**src/hw/rtl/dps_pkg.sv**
```systemverilog
// Shared package of the damped pendulum step block: widths, fixed-point
// constants, register indexes, the datapath command and status types and the
// CORDIC arctangent table. Depends on nothing.
`default_nettype none

package dps_pkg;

  // Fixed-point configuration.
  localparam int FRAC_BITS     = 28;
  localparam int CORDIC_STAGES = 16;

  // Field and state widths.
  localparam int ANG_W      = FRAC_BITS + 4;
  localparam int RATE_W     = 32;
  localparam int COEF_W     = 16;
  localparam int PIX_W      = 12;
  localparam int START_W    = 31;
  localparam int COORD_W    = 14;
  localparam int REG_IDX_W  = 3;
  localparam int CFG_DATA_W = 31;

  // Internal widths.
  localparam int Q30        = 30;
  localparam int XY_W       = 33;
  localparam int Z_W        = 34;
  localparam int ZSH        = Q30 - FRAC_BITS;
  localparam int MUL_A_W    = COEF_W + 1;
  localparam int MUL_B_W    = XY_W;
  localparam int PROD_W     = MUL_A_W + MUL_B_W;
  localparam int ACC_W      = 36;
  localparam int T_W        = 46;
  localparam int R_W        = ((ANG_W > RATE_W) ? ANG_W : RATE_W) + 2;
  localparam int ITER_W     = (CORDIC_STAGES > 1) ? $clog2(CORDIC_STAGES) : 1;
  localparam int ATAN_LEN   = 24;
  localparam int ATAN_IDX_W = $clog2(ATAN_LEN);
  localparam int K_SHIFT    = 46 - FRAC_BITS;
  localparam int D_SHIFT    = 16;

  // Pi and related constants, worked out at elaboration, and the CORDIC gain in Q30.
  localparam longint PI_Q60        = 64'sh3243F6A8885A308D;
  localparam longint PI_FIX_L      = ((PI_Q60 >>> (59 - FRAC_BITS)) + 64'sd1) >>> 1;
  localparam longint TWO_PI_FIX_L  = 2 * PI_FIX_L;
  localparam longint PI_Q30_L      = ((PI_Q60 >>> 29) + 64'sd1) >>> 1;
  localparam longint HALF_PI_Q30_L = PI_Q30_L / 2;
  localparam longint GAIN_Q30_L    = 64'sd652032874;

  // Angle wrap runs as a restoring remainder against 2*pi.
  localparam int TWO_PI_BITS = $clog2(TWO_PI_FIX_L + 1);
  localparam int WRAP_SHIFT  = R_W - TWO_PI_BITS;
  localparam int WRAP_STEPS  = WRAP_SHIFT + 1;
  localparam int WCNT_W      = $clog2(WRAP_STEPS + 1);

  // Register indexes.
  localparam logic [REG_IDX_W-1:0] REG_STIFFNESS   = 3'd0;
  localparam logic [REG_IDX_W-1:0] REG_DAMPING     = 3'd1;
  localparam logic [REG_IDX_W-1:0] REG_CENTER_X    = 3'd2;
  localparam logic [REG_IDX_W-1:0] REG_CENTER_Y    = 3'd3;
  localparam logic [REG_IDX_W-1:0] REG_ARM_LENGTH  = 3'd4;
  localparam logic [REG_IDX_W-1:0] REG_START_ANGLE = 3'd5;

  // Register reset values.
  localparam logic [COEF_W-1:0]         STIFF_RESET = 16'd197;
  localparam logic [COEF_W-1:0]         DAMP_RESET  = 16'd197;
  localparam logic [PIX_W-1:0]          CX_RESET    = 12'd250;
  localparam logic [PIX_W-1:0]          CY_RESET    = 12'd500;
  localparam logic [PIX_W-1:0]          ARM_RESET   = 12'd200;
  localparam logic signed [START_W-1:0] START_RESET = 31'sd842887332;

  // Datapath operations issued by the controller.
  typedef enum logic [3:0] {
    OP_NONE,
    OP_CORDIC_START,
    OP_MUL_K,
    OP_MUL_D,
    OP_ACC_D,
    OP_WRAP_INIT_STEP,
    OP_WRAP_INIT_RESTART,
    OP_WRAP_STEP,
    OP_WRAP_FIX,
    OP_COMMIT_STEP,
    OP_COMMIT_RESTART,
    OP_MUL_X,
    OP_MUL_Y,
    OP_SUM_Y,
    OP_EMIT
  } dps_op_t;

  // Datapath status seen by the controller.
  typedef struct packed {
    logic cordic_done;
    logic wrap_done;
    logic differs;
    logic out_free;
  } dps_status_t;

  // Arctangent of 2^-i in truncated Q30.
  function automatic logic [31:0] atan_q30(input logic [ATAN_IDX_W-1:0] idx);
    logic [31:0] v;
    case (idx)
      5'd0:    v = 32'h3243F6A8;
      5'd1:    v = 32'h1DAC6705;
      5'd2:    v = 32'h0FADBAFC;
      5'd3:    v = 32'h07F56EA6;
      5'd4:    v = 32'h03FEAB76;
      5'd5:    v = 32'h01FFD55B;
      5'd6:    v = 32'h00FFFAAA;
      5'd7:    v = 32'h007FFF55;
      5'd8:    v = 32'h003FFFEA;
      5'd9:    v = 32'h001FFFFD;
      5'd10:   v = 32'h000FFFFF;
      5'd11:   v = 32'h0007FFFF;
      5'd12:   v = 32'h0003FFFF;
      5'd13:   v = 32'h0001FFFF;
      5'd14:   v = 32'h0000FFFF;
      5'd15:   v = 32'h00007FFF;
      5'd16:   v = 32'h00003FFF;
      5'd17:   v = 32'h00001FFF;
      5'd18:   v = 32'h00000FFF;
      5'd19:   v = 32'h000007FF;
      5'd20:   v = 32'h000003FF;
      5'd21:   v = 32'h000001FF;
      5'd22:   v = 32'h000000FF;
      5'd23:   v = 32'h0000007F;
      default: v = 32'h00000000;
    endcase
    return v;
  endfunction

endpackage

`default_nettype wire

```
**src/hw/rtl/dps_if.sv**
```systemverilog
// Channel interfaces of the damped pendulum step block: the tick input and
// the bob position output, each with valid, ready and payload.
// Depends on dps_pkg.
`default_nettype none

interface dps_tick_if;
  logic valid;
  logic ready;
  logic restart;

  modport source (output valid, output restart, input ready);
  modport sink   (input valid, input restart, output ready);
endinterface

interface dps_bob_if;
  import dps_pkg::*;

  logic                      valid;
  logic                      ready;
  logic signed [COORD_W-1:0] bob_x;
  logic signed [COORD_W-1:0] bob_y;

  modport source (output valid, output bob_x, output bob_y, input ready);
  modport sink   (input valid, input bob_x, input bob_y, output ready);
endinterface

`default_nettype wire

```
**src/hw/rtl/damped_pendulum_step_top.sv**
```systemverilog
// Top level of the damped pendulum step block: controller and datapath.
// Depends on dps_pkg, dps_if, dps_ctrl and dps_datapath.
//
//   Channel  Dir  Handshake          Payload
//   tick     in   valid / ready      restart (1)
//   bob      out  valid / ready      bob_x (14, signed), bob_y (14, signed)
//   config   in   wr_en              wr_index (3), wr_data (31)
//
// One tick at a time. A step tick runs two passes of the serial CORDIC and
// the shift-subtract angle wrap; a restart tick runs the angle wrap only.
// A result waits in the output register; if a changed next result is ready
// before the sink takes the last one, the block holds in its final step.
// Reset is synchronous and clears state and configuration to defaults.
`default_nettype none

module damped_pendulum_step_top (
  input  logic                            clk,
  input  logic                            rst,
  dps_tick_if.sink                        tick,
  dps_bob_if.source                       bob,
  input  logic                            wr_en,
  input  logic [dps_pkg::REG_IDX_W-1:0]   wr_index,
  input  logic [dps_pkg::CFG_DATA_W-1:0]  wr_data
);
  import dps_pkg::*;

  dps_op_t     op;
  dps_status_t status;

  // Sequencer.
  dps_ctrl u_ctrl (
    .clk    (clk),
    .rst    (rst),
    .tick   (tick),
    .op     (op),
    .status (status)
  );

  // Arithmetic and state.
  dps_datapath u_datapath (
    .clk      (clk),
    .rst      (rst),
    .op       (op),
    .status   (status),
    .wr_en    (wr_en),
    .wr_index (wr_index),
    .wr_data  (wr_data),
    .bob      (bob)
  );

endmodule

`default_nettype wire

```
**src/hw/rtl/dps_cordic.sv**
```systemverilog
// Iterative rotation-mode CORDIC: one micro-rotation per cycle, then a
// registered step that applies the half-turn fold. Depends on dps_pkg.
`default_nettype none

module dps_cordic (
  input  logic                              clk,
  input  logic                              rst,
  input  logic                              start,
  input  logic signed [dps_pkg::ANG_W-1:0]  angle,
  output logic                              done,
  output logic signed [dps_pkg::XY_W-1:0]   sin_q,
  output logic signed [dps_pkg::XY_W-1:0]   cos_q
);
  import dps_pkg::*;

  localparam logic signed [Z_W-1:0]  PI_Z   = Z_W'(PI_Q30_L);
  localparam logic signed [Z_W-1:0]  HALF_Z = Z_W'(HALF_PI_Q30_L);
  localparam logic signed [XY_W-1:0] GAIN   = XY_W'(GAIN_Q30_L);
  localparam logic [ITER_W-1:0]      LAST   = ITER_W'(CORDIC_STAGES - 1);

  logic signed [XY_W-1:0] x;
  logic signed [XY_W-1:0] y;
  logic signed [Z_W-1:0]  z;
  logic                   neg;
  logic                   busy;
  logic                   fin;
  logic [ITER_W-1:0]      iter;

  logic signed [Z_W-1:0]  z_init;
  logic signed [Z_W-1:0]  z_fold;
  logic                   neg_fold;
  logic signed [XY_W-1:0] x_sh;
  logic signed [XY_W-1:0] y_sh;
  logic signed [Z_W-1:0]  atan_z;

  // Bring the angle to Q30 and fold it into [-pi/2, pi/2].
  assign z_init = Z_W'(angle) <<< ZSH;

  always_comb begin
    z_fold   = z_init;
    neg_fold = 1'b0;
    if (z_init > HALF_Z) begin
      z_fold   = z_init - PI_Z;
      neg_fold = 1'b1;
    end else if (z_init < -HALF_Z) begin
      z_fold   = z_init + PI_Z;
      neg_fold = 1'b1;
    end
  end

  // Shifted terms and table angle for the current micro-rotation.
  assign x_sh   = x >>> iter;
  assign y_sh   = y >>> iter;
  assign atan_z = $signed(Z_W'(atan_q30(ATAN_IDX_W'(iter))));

  // Iteration sequencing and the rotation registers.
  always_ff @(posedge clk) begin
    if (rst) begin
      busy <= 1'b0;
      fin  <= 1'b0;
      done <= 1'b0;
      iter <= '0;
    end else begin
      done <= 1'b0;
      if (start) begin
        x    <= GAIN;
        y    <= '0;
        z    <= z_fold;
        neg  <= neg_fold;
        iter <= '0;
        busy <= 1'b1;
        fin  <= 1'b0;
      end else if (busy) begin
        if (!z[Z_W-1]) begin
          x <= x - y_sh;
          y <= y + x_sh;
          z <= z - atan_z;
        end else begin
          x <= x + y_sh;
          y <= y - x_sh;
          z <= z + atan_z;
        end
        iter <= iter + 1'b1;
        if (iter == LAST) begin
          busy <= 1'b0;
          fin  <= 1'b1;
        end
      end else if (fin) begin
        fin   <= 1'b0;
        done  <= 1'b1;
        sin_q <= neg ? -y : y;
        cos_q <= neg ? -x : x;
      end
    end
  end

endmodule

`default_nettype wire

```
**src/hw/rtl/dps_datapath.sv**
```systemverilog
// Datapath of the damped pendulum step block: configuration registers,
// pendulum state, shared multiplier, angle wrap unit, CORDIC and output
// register. Depends on dps_pkg, dps_if and dps_cordic.
`default_nettype none

module dps_datapath (
  input  logic                              clk,
  input  logic                              rst,
  input  dps_pkg::dps_op_t                  op,
  output dps_pkg::dps_status_t              status,
  input  logic                              wr_en,
  input  logic [dps_pkg::REG_IDX_W-1:0]     wr_index,
  input  logic [dps_pkg::CFG_DATA_W-1:0]    wr_data,
  dps_bob_if.source                         bob
);
  import dps_pkg::*;

  localparam logic signed [R_W-1:0] PI_R     = R_W'(PI_FIX_L);
  localparam logic [R_W-1:0]        TWO_PI_U = R_W'(TWO_PI_FIX_L);
  localparam logic [R_W-1:0]        DVS_INIT = TWO_PI_U << WRAP_SHIFT;

  localparam logic signed [ACC_W-1:0] RATE_HI = ACC_W'({1'b0, {(RATE_W - 1){1'b1}}});
  localparam logic signed [ACC_W-1:0] RATE_LO = ~RATE_HI;

  localparam int P_W = T_W - Q30;
  localparam logic signed [P_W-1:0] PIX_HI   = P_W'({1'b0, {(COORD_W - 1){1'b1}}});
  localparam logic signed [P_W-1:0] PIX_LO   = ~PIX_HI;
  localparam logic signed [T_W-1:0] PIX_BIAS = T_W'({Q30{1'b1}});

  // Configuration registers.
  logic [COEF_W-1:0]         stiffness;
  logic [COEF_W-1:0]         damping;
  logic [PIX_W-1:0]          center_x;
  logic [PIX_W-1:0]          center_y;
  logic [PIX_W-1:0]          arm_length;
  logic signed [START_W-1:0] start_angle;

  // Pendulum state.
  logic signed [ANG_W-1:0]   angle;
  logic signed [RATE_W-1:0]  rate;
  logic signed [COORD_W-1:0] last_x;
  logic signed [COORD_W-1:0] last_y;

  // Working registers.
  logic signed [PROD_W-1:0]  prod;
  logic signed [ACC_W-1:0]   acc;
  logic [R_W-1:0]            mag;
  logic [R_W-1:0]            dvs;
  logic                      wneg;
  logic [WCNT_W-1:0]         wcnt;
  logic signed [T_W-1:0]     tx;
  logic signed [T_W-1:0]     ty;
  logic                      out_valid;
  logic signed [COORD_W-1:0] out_x;
  logic signed [COORD_W-1:0] out_y;

  // Combinational signals.
  logic                      cordic_done;
  logic signed [XY_W-1:0]    sin_q;
  logic signed [XY_W-1:0]    cos_q;
  logic signed [MUL_A_W-1:0] mul_a;
  logic signed [MUL_B_W-1:0] mul_b;
  logic signed [PROD_W-1:0]  prod_next;
  logic signed [ACC_W-1:0]   k_term;
  logic signed [ACC_W-1:0]   d_term;
  logic signed [ACC_W-1:0]   rate_sum;
  logic signed [RATE_W-1:0]  rate_sat;
  logic signed [R_W-1:0]     wrap_in;
  logic signed [ANG_W-1:0]   angle_wrapped;
  logic signed [T_W-1:0]     cx_t;
  logic signed [T_W-1:0]     cy_t;
  logic signed [COORD_W-1:0] px;
  logic signed [COORD_W-1:0] py;
  logic                      differs;
  logic                      out_free;
  logic                      out_load;

  // Truncate a Q30 coordinate toward zero and clamp it to the output range.
  function automatic logic signed [COORD_W-1:0] pixel(input logic signed [T_W-1:0] t);
    logic signed [T_W-1:0] adj;
    logic signed [P_W-1:0] p;
    logic signed [COORD_W-1:0] r;
    adj = t[T_W-1] ? t + PIX_BIAS : t;
    p   = $signed(adj[T_W-1:Q30]);
    if (p > PIX_HI) begin
      r = COORD_W'(PIX_HI);
    end else if (p < PIX_LO) begin
      r = COORD_W'(PIX_LO);
    end else begin
      r = COORD_W'(p);
    end
    return r;
  endfunction

  // Configuration writes; unknown indexes are dropped.
  always_ff @(posedge clk) begin
    if (rst) begin
      stiffness   <= STIFF_RESET;
      damping     <= DAMP_RESET;
      center_x    <= CX_RESET;
      center_y    <= CY_RESET;
      arm_length  <= ARM_RESET;
      start_angle <= START_RESET;
    end else if (wr_en) begin
      case (wr_index)
        REG_STIFFNESS:   stiffness   <= wr_data[COEF_W-1:0];
        REG_DAMPING:     damping     <= wr_data[COEF_W-1:0];
        REG_CENTER_X:    center_x    <= wr_data[PIX_W-1:0];
        REG_CENTER_Y:    center_y    <= wr_data[PIX_W-1:0];
        REG_ARM_LENGTH:  arm_length  <= wr_data[PIX_W-1:0];
        REG_START_ANGLE: start_angle <= $signed(wr_data[START_W-1:0]);
        default: ;
      endcase
    end
  end

  // Sine and cosine of the current angle.
  dps_cordic u_cordic (
    .clk   (clk),
    .rst   (rst),
    .start (op == OP_CORDIC_START),
    .angle (angle),
    .done  (cordic_done),
    .sin_q (sin_q),
    .cos_q (cos_q)
  );

  // Operand selection for the shared multiplier.
  always_comb begin
    case (op)
      OP_MUL_D: begin
        mul_a = $signed({1'b0, damping});
        mul_b = MUL_B_W'(rate);
      end
      OP_MUL_X: begin
        mul_a = $signed(MUL_A_W'(arm_length));
        mul_b = sin_q;
      end
      OP_MUL_Y: begin
        mul_a = $signed(MUL_A_W'(arm_length));
        mul_b = cos_q;
      end
      default: begin
        mul_a = $signed({1'b0, stiffness});
        mul_b = sin_q;
      end
    endcase
  end

  assign prod_next = mul_a * mul_b;

  // Acceleration terms and the saturated new rate.
  assign k_term   = ACC_W'(prod >>> K_SHIFT);
  assign d_term   = ACC_W'(prod >>> D_SHIFT);
  assign rate_sum = ACC_W'(rate) + acc;

  always_comb begin
    if (rate_sum > RATE_HI) begin
      rate_sat = RATE_W'(RATE_HI);
    end else if (rate_sum < RATE_LO) begin
      rate_sat = RATE_W'(RATE_LO);
    end else begin
      rate_sat = RATE_W'(rate_sum);
    end
  end

  // Value to wrap, offset by pi so the remainder lands in [0, 2*pi).
  assign wrap_in = (op == OP_WRAP_INIT_RESTART) ? R_W'(start_angle) + PI_R
                                                : R_W'(angle) + R_W'(rate) + PI_R;
  assign angle_wrapped = ANG_W'($signed(mag) - PI_R);

  // Bob coordinates and the change test against the stored position.
  assign cx_t     = $signed(T_W'(center_x) << Q30);
  assign cy_t     = $signed(T_W'(center_y) << Q30);
  assign px       = pixel(tx);
  assign py       = pixel(ty);
  assign differs  = (px != last_x) || (py != last_y);
  assign out_free = !out_valid || bob.ready;
  assign out_load = (op == OP_EMIT) && differs && out_free;

  // Multiplier, accumulator, wrap unit and coordinate registers.
  always_ff @(posedge clk) begin
    if (rst) begin
      wcnt <= '0;
    end else begin
      case (op)
        OP_MUL_K: begin
          prod <= prod_next;
        end
        OP_MUL_D: begin
          acc  <= -k_term;
          prod <= prod_next;
        end
        OP_ACC_D: begin
          acc <= acc - d_term;
        end
        OP_WRAP_INIT_STEP, OP_WRAP_INIT_RESTART: begin
          wneg <= wrap_in[R_W-1];
          mag  <= wrap_in[R_W-1] ? R_W'(-wrap_in) : R_W'(wrap_in);
          dvs  <= DVS_INIT;
          wcnt <= WCNT_W'(WRAP_STEPS);
        end
        OP_WRAP_STEP: begin
          if (wcnt != '0) begin
            if (mag >= dvs) begin
              mag <= mag - dvs;
            end
            dvs  <= dvs >> 1;
            wcnt <= wcnt - 1'b1;
          end
        end
        OP_WRAP_FIX: begin
          if (wneg && (mag != '0)) begin
            mag <= TWO_PI_U - mag;
          end
        end
        OP_MUL_X: begin
          prod <= prod_next;
        end
        OP_MUL_Y: begin
          tx   <= cx_t + T_W'(prod);
          prod <= prod_next;
        end
        OP_SUM_Y: begin
          ty <= cy_t - T_W'(prod);
        end
        default: ;
      endcase
    end
  end

  // Pendulum state.
  always_ff @(posedge clk) begin
    if (rst) begin
      angle  <= '0;
      rate   <= '0;
      last_x <= '0;
      last_y <= '0;
    end else begin
      if (op == OP_COMMIT_STEP) begin
        angle <= angle_wrapped;
        rate  <= rate_sat;
      end else if (op == OP_COMMIT_RESTART) begin
        angle <= angle_wrapped;
        rate  <= '0;
      end
      if (out_load) begin
        last_x <= px;
        last_y <= py;
      end
    end
  end

  // Output register: holds a result until the sink takes it.
  always_ff @(posedge clk) begin
    if (rst) begin
      out_valid <= 1'b0;
    end else if (out_load) begin
      out_valid <= 1'b1;
      out_x     <= px;
      out_y     <= py;
    end else if (bob.ready) begin
      out_valid <= 1'b0;
    end
  end

  assign bob.valid = out_valid;
  assign bob.bob_x = out_x;
  assign bob.bob_y = out_y;

  // Status back to the controller.
  assign status.cordic_done = cordic_done;
  assign status.wrap_done   = (wcnt == '0);
  assign status.differs     = differs;
  assign status.out_free    = out_free;

endmodule

`default_nettype wire

```
**src/hw/rtl/dps_ctrl.sv**
```systemverilog
// Controller of the damped pendulum step block: accepts one tick at a time
// and sequences the datapath operations. Depends on dps_pkg and dps_if.
`default_nettype none

module dps_ctrl (
  input  logic                  clk,
  input  logic                  rst,
  dps_tick_if.sink              tick,
  output dps_pkg::dps_op_t      op,
  input  dps_pkg::dps_status_t  status
);
  import dps_pkg::*;

  typedef enum logic [4:0] {
    S_IDLE,
    S_RS_INIT,
    S_C1_START,
    S_C1_RUN,
    S_MUL_K,
    S_MUL_D,
    S_ACC_D,
    S_WRAP_INIT,
    S_WRAP,
    S_FIX,
    S_COMMIT,
    S_C2_START,
    S_C2_RUN,
    S_MUL_X,
    S_MUL_Y,
    S_SUM_Y,
    S_EMIT
  } state_t;

  state_t state;
  logic   is_restart;

  assign tick.ready = (state == S_IDLE);

  // State register and the restart flag of the transaction in progress.
  always_ff @(posedge clk) begin
    if (rst) begin
      state      <= S_IDLE;
      is_restart <= 1'b0;
    end else begin
      case (state)
        S_IDLE: begin
          if (tick.valid) begin
            is_restart <= tick.restart;
            state      <= tick.restart ? S_RS_INIT : S_C1_START;
          end
        end
        S_RS_INIT:   state <= S_WRAP;
        S_C1_START:  state <= S_C1_RUN;
        S_C1_RUN:    if (status.cordic_done) state <= S_MUL_K;
        S_MUL_K:     state <= S_MUL_D;
        S_MUL_D:     state <= S_ACC_D;
        S_ACC_D:     state <= S_WRAP_INIT;
        S_WRAP_INIT: state <= S_WRAP;
        S_WRAP:      if (status.wrap_done) state <= S_FIX;
        S_FIX:       state <= S_COMMIT;
        S_COMMIT:    state <= is_restart ? S_IDLE : S_C2_START;
        S_C2_START:  state <= S_C2_RUN;
        S_C2_RUN:    if (status.cordic_done) state <= S_MUL_X;
        S_MUL_X:     state <= S_MUL_Y;
        S_MUL_Y:     state <= S_SUM_Y;
        S_SUM_Y:     state <= S_EMIT;
        S_EMIT: begin
          // Leave once the position is unchanged or the result has a slot.
          if (!status.differs || status.out_free) begin
            state <= S_IDLE;
          end
        end
        default:     state <= S_IDLE;
      endcase
    end
  end

  // Operation decode.
  always_comb begin
    case (state)
      S_RS_INIT:   op = OP_WRAP_INIT_RESTART;
      S_C1_START:  op = OP_CORDIC_START;
      S_MUL_K:     op = OP_MUL_K;
      S_MUL_D:     op = OP_MUL_D;
      S_ACC_D:     op = OP_ACC_D;
      S_WRAP_INIT: op = OP_WRAP_INIT_STEP;
      S_WRAP:      op = OP_WRAP_STEP;
      S_FIX:       op = OP_WRAP_FIX;
      S_COMMIT:    op = is_restart ? OP_COMMIT_RESTART : OP_COMMIT_STEP;
      S_C2_START:  op = OP_CORDIC_START;
      S_MUL_X:     op = OP_MUL_X;
      S_MUL_Y:     op = OP_MUL_Y;
      S_SUM_Y:     op = OP_SUM_Y;
      S_EMIT:      op = OP_EMIT;
      default:     op = OP_NONE;
    endcase
  end

endmodule

`default_nettype wire

```
**src/flat_wrapper.sv**
```systemverilog
// flat-port wrapper written by rule: the top's interface ports become plain ports
module damped_pendulum_step_top_flat import dps_pkg::*;
  (clk, rst, wr_en, wr_index, wr_data, tick_valid, tick_restart, tick_ready, bob_valid, bob_bob_x, bob_bob_y, bob_ready);
  dps_tick_if tick_i ();
  dps_bob_if bob_i ();
  input  logic clk;
  input  logic rst;
  input  logic wr_en;
  input  logic [dps_pkg::REG_IDX_W-1:0] wr_index;
  input  logic [dps_pkg::CFG_DATA_W-1:0] wr_data;
  input wire logic [$bits(tick_i.valid)-1:0] tick_valid;
  input wire logic [$bits(tick_i.restart)-1:0] tick_restart;
  output wire logic [$bits(tick_i.ready)-1:0] tick_ready;
  output wire logic [$bits(bob_i.valid)-1:0] bob_valid;
  output wire logic [$bits(bob_i.bob_x)-1:0] bob_bob_x;
  output wire logic [$bits(bob_i.bob_y)-1:0] bob_bob_y;
  input wire logic [$bits(bob_i.ready)-1:0] bob_ready;
  assign tick_i.valid = tick_valid;
  assign tick_i.restart = tick_restart;
  assign tick_ready = tick_i.ready;
  assign bob_valid = bob_i.valid;
  assign bob_bob_x = bob_i.bob_x;
  assign bob_bob_y = bob_i.bob_y;
  assign bob_i.ready = bob_ready;
  damped_pendulum_step_top u_core (.clk(clk), .rst(rst), .tick(tick_i), .bob(bob_i), .wr_en(wr_en), .wr_index(wr_index), .wr_data(wr_data));
endmodule
```
**config.mk**
```make
export PLATFORM = sky130hd
export DESIGN_NAME = damped_pendulum_step_top_flat
export DESIGN_NICKNAME = d
export VERILOG_FILES = /design/src/hw/rtl/dps_pkg.sv /design/src/hw/rtl/dps_if.sv /design/src/hw/rtl/damped_pendulum_step_top.sv /design/src/hw/rtl/dps_cordic.sv /design/src/hw/rtl/dps_datapath.sv /design/src/hw/rtl/dps_ctrl.sv /design/src/flat_wrapper.sv
export SDC_FILE = /design/constraint.sdc
export NUM_CORES = 2
export LEC_CHECK = 0
export BUFFER_PORTS_ARGS = -buffer_cell sky130_fd_sc_hd__buf_2
export CAP_MARGIN = 30
export CORE_ASPECT_RATIO = 0.5
export CORE_MARGIN = 1
export CORE_UTILIZATION = 58
export DETAILED_ROUTE_END_ITERATION = 8
export PLACE_DENSITY = 0.74
export SLEW_MARGIN = 5
export SYNTH_ARGS = -nofsm -noshare
export SYNTH_HDL_FRONTEND = slang
export SYNTH_SLANG_ARGS = --single-unit
export TNS_END_PERCENT = 100
```
**constraint.sdc**
```tcl
create_clock -name clk -period 17.1 [get_ports clk]
set_input_delay 3.42 -clock clk [delete_from_list [all_inputs] [get_ports clk]]
set_output_delay 3.42 -clock clk [all_outputs]
set_load 0.1 [all_outputs]
```
After elaboration in Yosys (flattened, before gate mapping)
Memory sizes are Yosys's and may differ from the RTL's. A register that Yosys moved wholly into a read port is not among the register bits.
Cells that the tools add are included.
- flip-flop bits (word level): 650
- bits in latches: 0
- RAM bits: 0
- bits in read-only memories: 480
- input port bits: 40
- output and inout port bits: 30
- word-level logic and storage cells: 223
- memories kept: 1
- $add $sub $neg: 26
- multipliers: 1
- divide/modulo/power cells: 0
- order comparisons: 9
- equality and inequality tests: 46
- shift operators: 2
- mux-type cells: 55
- bitwise logic cells: 3
- reductions and logical operators: 47
- memory list (name ; depth ; bits a word ; rd ports ; clocked after Yosys merged registers in ; wr ports ; RTL line ; text):
    (no name shown) ; 16 ; 30 ; 1 ; 1 ; 0 ; dps_pkg.sv:99 ; case (idx)
- operator list (cell ; count):
    34-bit 2-to-1 mux ; 11
    33-bit 2-to-1 mux ; 6
    32-bit 2-to-1 mux ; 6
    34-bit one-hot mux with 3 select lines ; 1
    46-bit by 31-bit adder with 46-bit output (second input constant) ; 2
    46-bit 2-to-1 mux ; 2
    5-bit one-hot mux with 16 select lines ; 1
    36-bit one-hot mux with 2 select lines ; 1
    34-bit one-hot mux with 2 select lines ; 1
    33-bit adder ; 2
    33-bit negator ; 2
    33-bit one-hot mux with 2 select lines ; 1
    33-bit by 4-bit >>> shifter with 33-bit output ; 2
    33-bit subtractor ; 2
    14-bit 2-to-1 mux ; 4
    4-bit one-hot mux with 13 select lines ; 1
    17-bit by 33-bit multiplier with 50-bit output ; 1
    43-bit by 46-bit adder with 46-bit output ; 1
    43-bit by 46-bit subtractor with 46-bit output ; 1
    5-bit by 4-bit == test with 1-bit output (second input constant) ; 8
    32-bit by 36-bit adder with 36-bit output ; 1
    36-bit by 32-bit greater-than comparator with 1-bit output (second input constant) ; 1
    36-bit by 32-bit < comparator with 1-bit output (second input constant) ; 1
    32-bit negator with 36-bit output ; 1
    other kinds (56) ; 129

Longest topological paths before layout
- word-level depth: 11
- depth in mapped cells: 35
- depth with buffers taken out: 30

By module
Synthesis repeated with hierarchy kept, for this count alone.
- cell total of the unflattened synthesis: 8127
- area, all modules: 70709.1 um2
- by module, submodules not included (module ; instances ; cells an instance ; area an instance (um2) ; sequential area each (um2)):
    dps_datapath ; 1 ; 5771 ; 49947.9 ; 12161.7
    dps_cordic ; 1 ; 2276 ; 20131.8 ; 5735.5
    dps_ctrl ; 1 ; 80 ; 629.4 ; 120.1

Worst setup path before layout
No wires, ideal clock.
- path type: in2reg
- from: input port rst
- to: register u_core.u_datapath.u_cordic.cos_q[0] (netlist name), enable pin
- library setup time: 0.585 ns
- arrival: 8.756 ns
- data required time: 16.515 ns
- slack: 7.759 ns
- stages: 4
- buffers on the path: 2
- path through: clkbuf_1 > nand2b_1 > clkbuf_1 > nor3b_1
- word-level cells in the longest chain between the ends: 2
- ends and longest elaborated chain (item ; RTL line ; text):
    start: declaration ; flat_wrapper.sv:7 ; input logic rst;
    1-bit NOT (no source line) ; n/a ;
    4-bit AND reduction (no source line) ; n/a ;
    end signal: assignment ; dps_cordic.sv:92 ; cos_q <= neg ? -x : x;
    end: declaration ; dps_cordic.sv:12 ; output logic signed [dps_pkg::XY_W-1:0] cos_q
No other way between the ends.
A chain may end at the register's enable or synchronous reset.

Worst setup path after layout
- from: register u_core.u_ctrl.state[0]
- to: register u_core.u_datapath.prod[49], data pin
- word-level cells in the longest chain between the ends: 7
- elaborated cells on any way between the ends: 23
- those cells by class: 1 x mul; 17 x eq/ne; 3 x mux; 2 x reduce/logical
- ends and longest elaborated chain (item ; RTL line ; text):
    start: declaration ; dps_ctrl.sv:34 ; state_t state;
    start signal: assignment ; dps_ctrl.sv:49 ; state <= tick.restart ? S_RS_INIT : S_C1_START;
    start signal: assignment ; dps_ctrl.sv:61 ; S_COMMIT: state <= is_restart ? S_IDLE : S_C2_START;
    5-bit by 4-bit == test with 1-bit output / 5-bit by 2-bit == test with 1-bit output (equally long branches) ; dps_ctrl.sv:80 ; case (state)
    2-bit OR reduction (no source line) ; n/a ;
    4-bit one-hot mux with 13 select lines (*) ; dps_ctrl.sv:80 ;
    4-bit == test ; dps_datapath.sv:130 ; case (op)
    2-bit OR reduction (no source line) ; n/a ;
    16-bit one-hot mux with 2 select lines ; dps_datapath.sv:130 ;
    17-bit by 33-bit multiplier with 50-bit output (*) ; dps_datapath.sv:150 ; assign prod_next = mul_a * mul_b;
    via u_core.u_datapath.prod_next[49] ; dps_datapath.sv:63 ; logic signed [PROD_W-1:0] prod_next;
    end signal: assignment ; dps_datapath.sv:188 ; prod <= prod_next;
    end signal: assignment ; dps_datapath.sv:192 ; prod <= prod_next;
    end signal: assignment ; dps_datapath.sv:218 ; prod <= prod_next;
    end: declaration ; dps_datapath.sv:45 ; logic signed [PROD_W-1:0] prod;
The timed path passes the listed nets; every way through them passes the cells marked *.

==> key figures <==
Pwr
  – Register share of total power: 22.8%
  – Gate power share: 64.5%
  – Power density over the cells: 178 nW/µm²
  – Static leakage: 31.3 nW
  – Switching share of power: 47.2%
  – IR Drop Worst-Case VDD: 0.166 mV
  – Total internal power: 6.90 mW
  – Net switching power: 6.16 mW
  – Relative contribution of the clock network to total power: 12.7%

Clock network
  – Buffers inserted during post-CTS setup optimization: 0
  – Number of gates resized after cts: 0
  – Cts-stage hold buffer count: 0
  – Clock network latency to the later pin of the worst-skew pair: 700 ps
  – Largest buffer count on any clock path: 3
  – Level count of the clock H-tree: 3
  – Total CTS buffers: 70
  – Clock transition time at the flip-flop clock pins of the worst setup and hold paths: 80 ps
  – Clock tree from TritonCTS: done
  – Cell chosen for the clock root: sky130_fd_sc_hd__clkbuf_16
  – CTS sink cnt: 679

Worst setup path
  – Crit path to: u_core.u_datapath.prod[49]
  – Maximum fanout count along the critical path: 63
  – Type of origin of the critical path: flip-flop
  – Largest incremental delay on the critical path: 970 ps
  – Critical path endpoint category: flip-flop
  – Reg-to-reg setup timing slack: 6050 ps
  – Setup Crit Path Kind: flip-flop to flip-flop
  – Critical path required time: 17540 ps
  – Destination of the worst register-to-register timing path: u_core.u_datapath.prod[49]
  – Critical-path cell with the highest stage delay: sky130_fd_sc_hd__a221oi_1
  – Arrival time reported for the critical path endpoint: 11490 ps
  – Crit path launch: u_core.u_ctrl.state[0]
  – CP dominant cell by count: sky130_fd_sc_hd__fa_1
  – Number of cells traversed by the worst register-to-register path: 28
  – Launch instance of the worst register-to-register path: u_core.u_ctrl.state[0]

STA
  – Number of setup violations in the final report: 0
  – Post-layout worst setup margin: 6050 ps
  – Number of slew-limit violations in the final report: 0
  – Clock skew after layout: 41.7 ps
  – Max-Slew Margin vs Limit: 10.9%
  – Period Utilization, post-route: 64.6%
  – Max Fclk: 90.5 MHz
  – Clock period minus final worst setup slack: 11050 ps
  – Least-Margin Pin Slew: 1340 ps
  – RSZ-0062 raised after global routing: no
  – Hold violation count in the final report: 0
  – Setup TNS: 0 ps

GRT
  – Global routing usage summed across all routing layers: 33.3%
  – Global routing usage on met3: 8.65%
  – Number of antenna violations at the first check in global routing: 3
  – Total overflow reported by the global router: 0
  – Busiest layer in global routing: met2
  – Met1 routing resource usage after global routing: 47.2%
  – Number of global-route vias before repair: 54.4k
  – First-pass GRT wire length: 314000 µm
  – GRT met2 Usage: 49.6%
  – Maximum number of pins on one net before global-route repair: 122

Synth
  – Count of synthesis-stage warnings from yosys: 0
  – Main flop type after synthesis: sky130_fd_sc_hd__edfxtp_1
  – Distinct cell type count after synthesis: 92
  – Synth Area in XOR/XNOR: 7.67%
  – Number of register bits inferred by synthesis: 679
  – Mux share of post-synthesis cell area: 4.18%
  – Simple logic cell fraction of the synthesized area: 16.6%
  – Cell area after synthesis: 69100 µm²
  – Cell count after synthesis: 7834
  – Combinational family with the most area after synthesis: adder cells
  – Seq/Total Area, Yosys: 26.1%
  – Area fraction in compound gates after synthesis: 16.1%
  – Number of nets in the synthesized netlist: 8820
  – Proportion of register bits with asynchronous set or reset after synthesis: 0%
  – Area share of fa/ha/maj cells after synthesis: 22.7%
  – Count of flip-flops with a built-in enable after synthesis: 442
  – Synth Area per Inst: 8.82 µm²

Die
  – Cell Rows: 89
  – Die Outline Area: 121000 µm²
  – Boundary Pins: 70
  – Placeable core area: 118000 µm²
  – Vert. Die Dim: 246 µm
  – Die W: 490 µm
  – Effective utilization at floorplan: 58.5%

Routing
  – Post-DRT Antenna Nets: 0
  – Total number of vias: 58.1k
  – Total iterations of the first detailed-routing run: 8
  – Wirelength, routed: 203000 µm
  – Drt wl/cell: 21.7 µm
  – Number of remaining DRC errors: 0
  – Detailed router's first-iteration violation count: 6625
  – Vias/cell: 6.20

Finish
  – Commonest cells after routing, fill and taps aside: sky130_fd_sc_hd__nand2_1, sky130_fd_sc_hd__inv_1, sky130_fd_sc_hd__nor2_1
  – Syn-to-layout area delta: 6.28%
  – Commonest non-fill, non-tap cell in the layout: sky130_fd_sc_hd__nand2_1
  – Layout cells sized above 1: 6.07%
  – Final layout net count: 8719

Flow run
  – Max Cap Violations: 0

Status
  – Status: completed

Worst hold path
  – Path class of the lowest-slack min-delay path: flip-flop to flip-flop

Placed design
  – Port Buf Inserts: 69
  – Routability cong.: 0.986
  – Placed wire-length estimate: 156000 µm
  – Pre-CTS WS: 6020 ps
==> worst max-delay path, delay by kind of cell (launching register included) <==
kind / cells / cell delay (ps)
AOI/OAI and AO/OA: 9 / 3550
buffers and inverters: 6 / 1180
xor gates and xnor gates: 1 / 80
and+or+nand+nor: 5 / 1530
adders and majority gates: 7 / 3570
DFF: 1 / 770
==> kinds of logic after synthesis <==
family                     count (synthesis)
xor gates and xnor gates                 604
muxes                                    194
DFF                                      679
and+or+nand+nor                         2491
adders and majority gates                946
buffers and inverters                   1215
AOI/OAI and AO/OA                       1705
==> synth_stat cells, types with 87 or more instances <==
cell type / instances / area share (%)
sky130_fd_sc_hd__ha_1: 435 / 7.9
sky130_fd_sc_hd__edfxtp_1: 442 / 19
sky130_fd_sc_hd__inv_1: 872 / 4.7
sky130_fd_sc_hd__clkbuf_1: 288 / 1.6
sky130_fd_sc_hd__a21o_1: 153 / 1.7
sky130_fd_sc_hd__o21ai_0: 322 / 2.3
sky130_fd_sc_hd__nor3_1: 143 / 1.0
sky130_fd_sc_hd__xnor2_1: 386 / 4.9
sky130_fd_sc_hd__nand2b_1: 87 / 0.79
sky130_fd_sc_hd__dfxtp_1: 237 / 6.9
sky130_fd_sc_hd__nand3_1: 106 / 0.77
sky130_fd_sc_hd__nand2_1: 881 / 4.8
sky130_fd_sc_hd__fa_1: 511 / 15
sky130_fd_sc_hd__xor2_1: 217 / 2.8
sky130_fd_sc_hd__a21oi_1: 506 / 3.7
sky130_fd_sc_hd__nor2_1: 755 / 4.1
sky130_fd_sc_hd__mux2i_1: 95 / 1.4
==> power groups by stage <==
stage          clock network [mW]  logic (mW)  registers, mW
4_1_cts                      1.67        8.32           2.95
6_report                     1.66        8.42           2.98
3_5_place_dp                    0        8.26           2.98
2_1_floorplan                   0        6.63           2.67
3_3_place_gp                    0        8.13           2.97
5_1_grt                      1.73        9.39           3.00
==> worst min path at each step <==
stage                                         start                              end  slack (ps)  cells past startpoint
finish              u_core.u_datapath.stiffness[10]  u_core.u_datapath.stiffness[10]         460                      2
global route        u_core.u_datapath.stiffness[10]  u_core.u_datapath.stiffness[10]         480                      2
CTS                 u_core.u_datapath.stiffness[10]  u_core.u_datapath.stiffness[10]         460                      2
detailed placement  u_core.u_datapath.stiffness[10]  u_core.u_datapath.stiffness[10]         450                      2
global placement    u_core.u_datapath.arm_length[2]  u_core.u_datapath.arm_length[2]         440                      2
floorplan                u_core.u_datapath.prod[29]         u_core.u_datapath.tx[29]         420                      0
==> routing by layer <==
metal  up-vias  wire (µm)
li1      26900          -
met1     28000      86500
met2      2818      85500
met3       414      24400
met4         2       7140
met5         -         20
==> sequential cells by signal (all words and copies together) (netlist names), 33 cells and up <==
signal	cells
u_core.u_datapath.u_cordic.z	34
u_core.u_datapath.dvs	34
u_core.u_datapath.mag	34
u_core.u_datapath.u_cordic.cos_q	33
u_core.u_datapath.acc	36
u_core.u_datapath.u_cordic.x	33
u_core.u_datapath.tx	46
u_core.u_datapath.prod	50
u_core.u_datapath.ty	46
u_core.u_datapath.u_cordic.sin_q	33
u_core.u_datapath.u_cordic.y	33
==> area by class of cell <==
cell class	count	area, µm²
Antenna cell	1	2.50
Clock buffer	86	1900
Clock inverter	43	520
Fill cell	10200	44600
Inverter	876	3290
Multi-Input combinational cell	5940	46600
Sequential cell	679	18000
Tap cell	1592	1990
Timing Repair Buffer	166	1110
==> per-stage QoR <==
stage | instances | utilization [%] | power [mW] | hold slack [ps] | area (µm²)
6_report | 9383 | 62.2 | 13.1 | 461 | 73400
5_1_grt | 9382 | 62.2 | 14.1 | 475 | 73400
4_1_cts | 9381 | 62.2 | 12.9 | 458 | 73400
3_5_place_dp | 9252 | 60.2 | 11.2 | 447 | 71000
3_3_place_gp | 9250 | 60.1 | 11.1 | 443 | 71000
2_1_floorplan | 7834 | - | 9.30 | 424 | 69100
(Power assumes the default switching activity.)
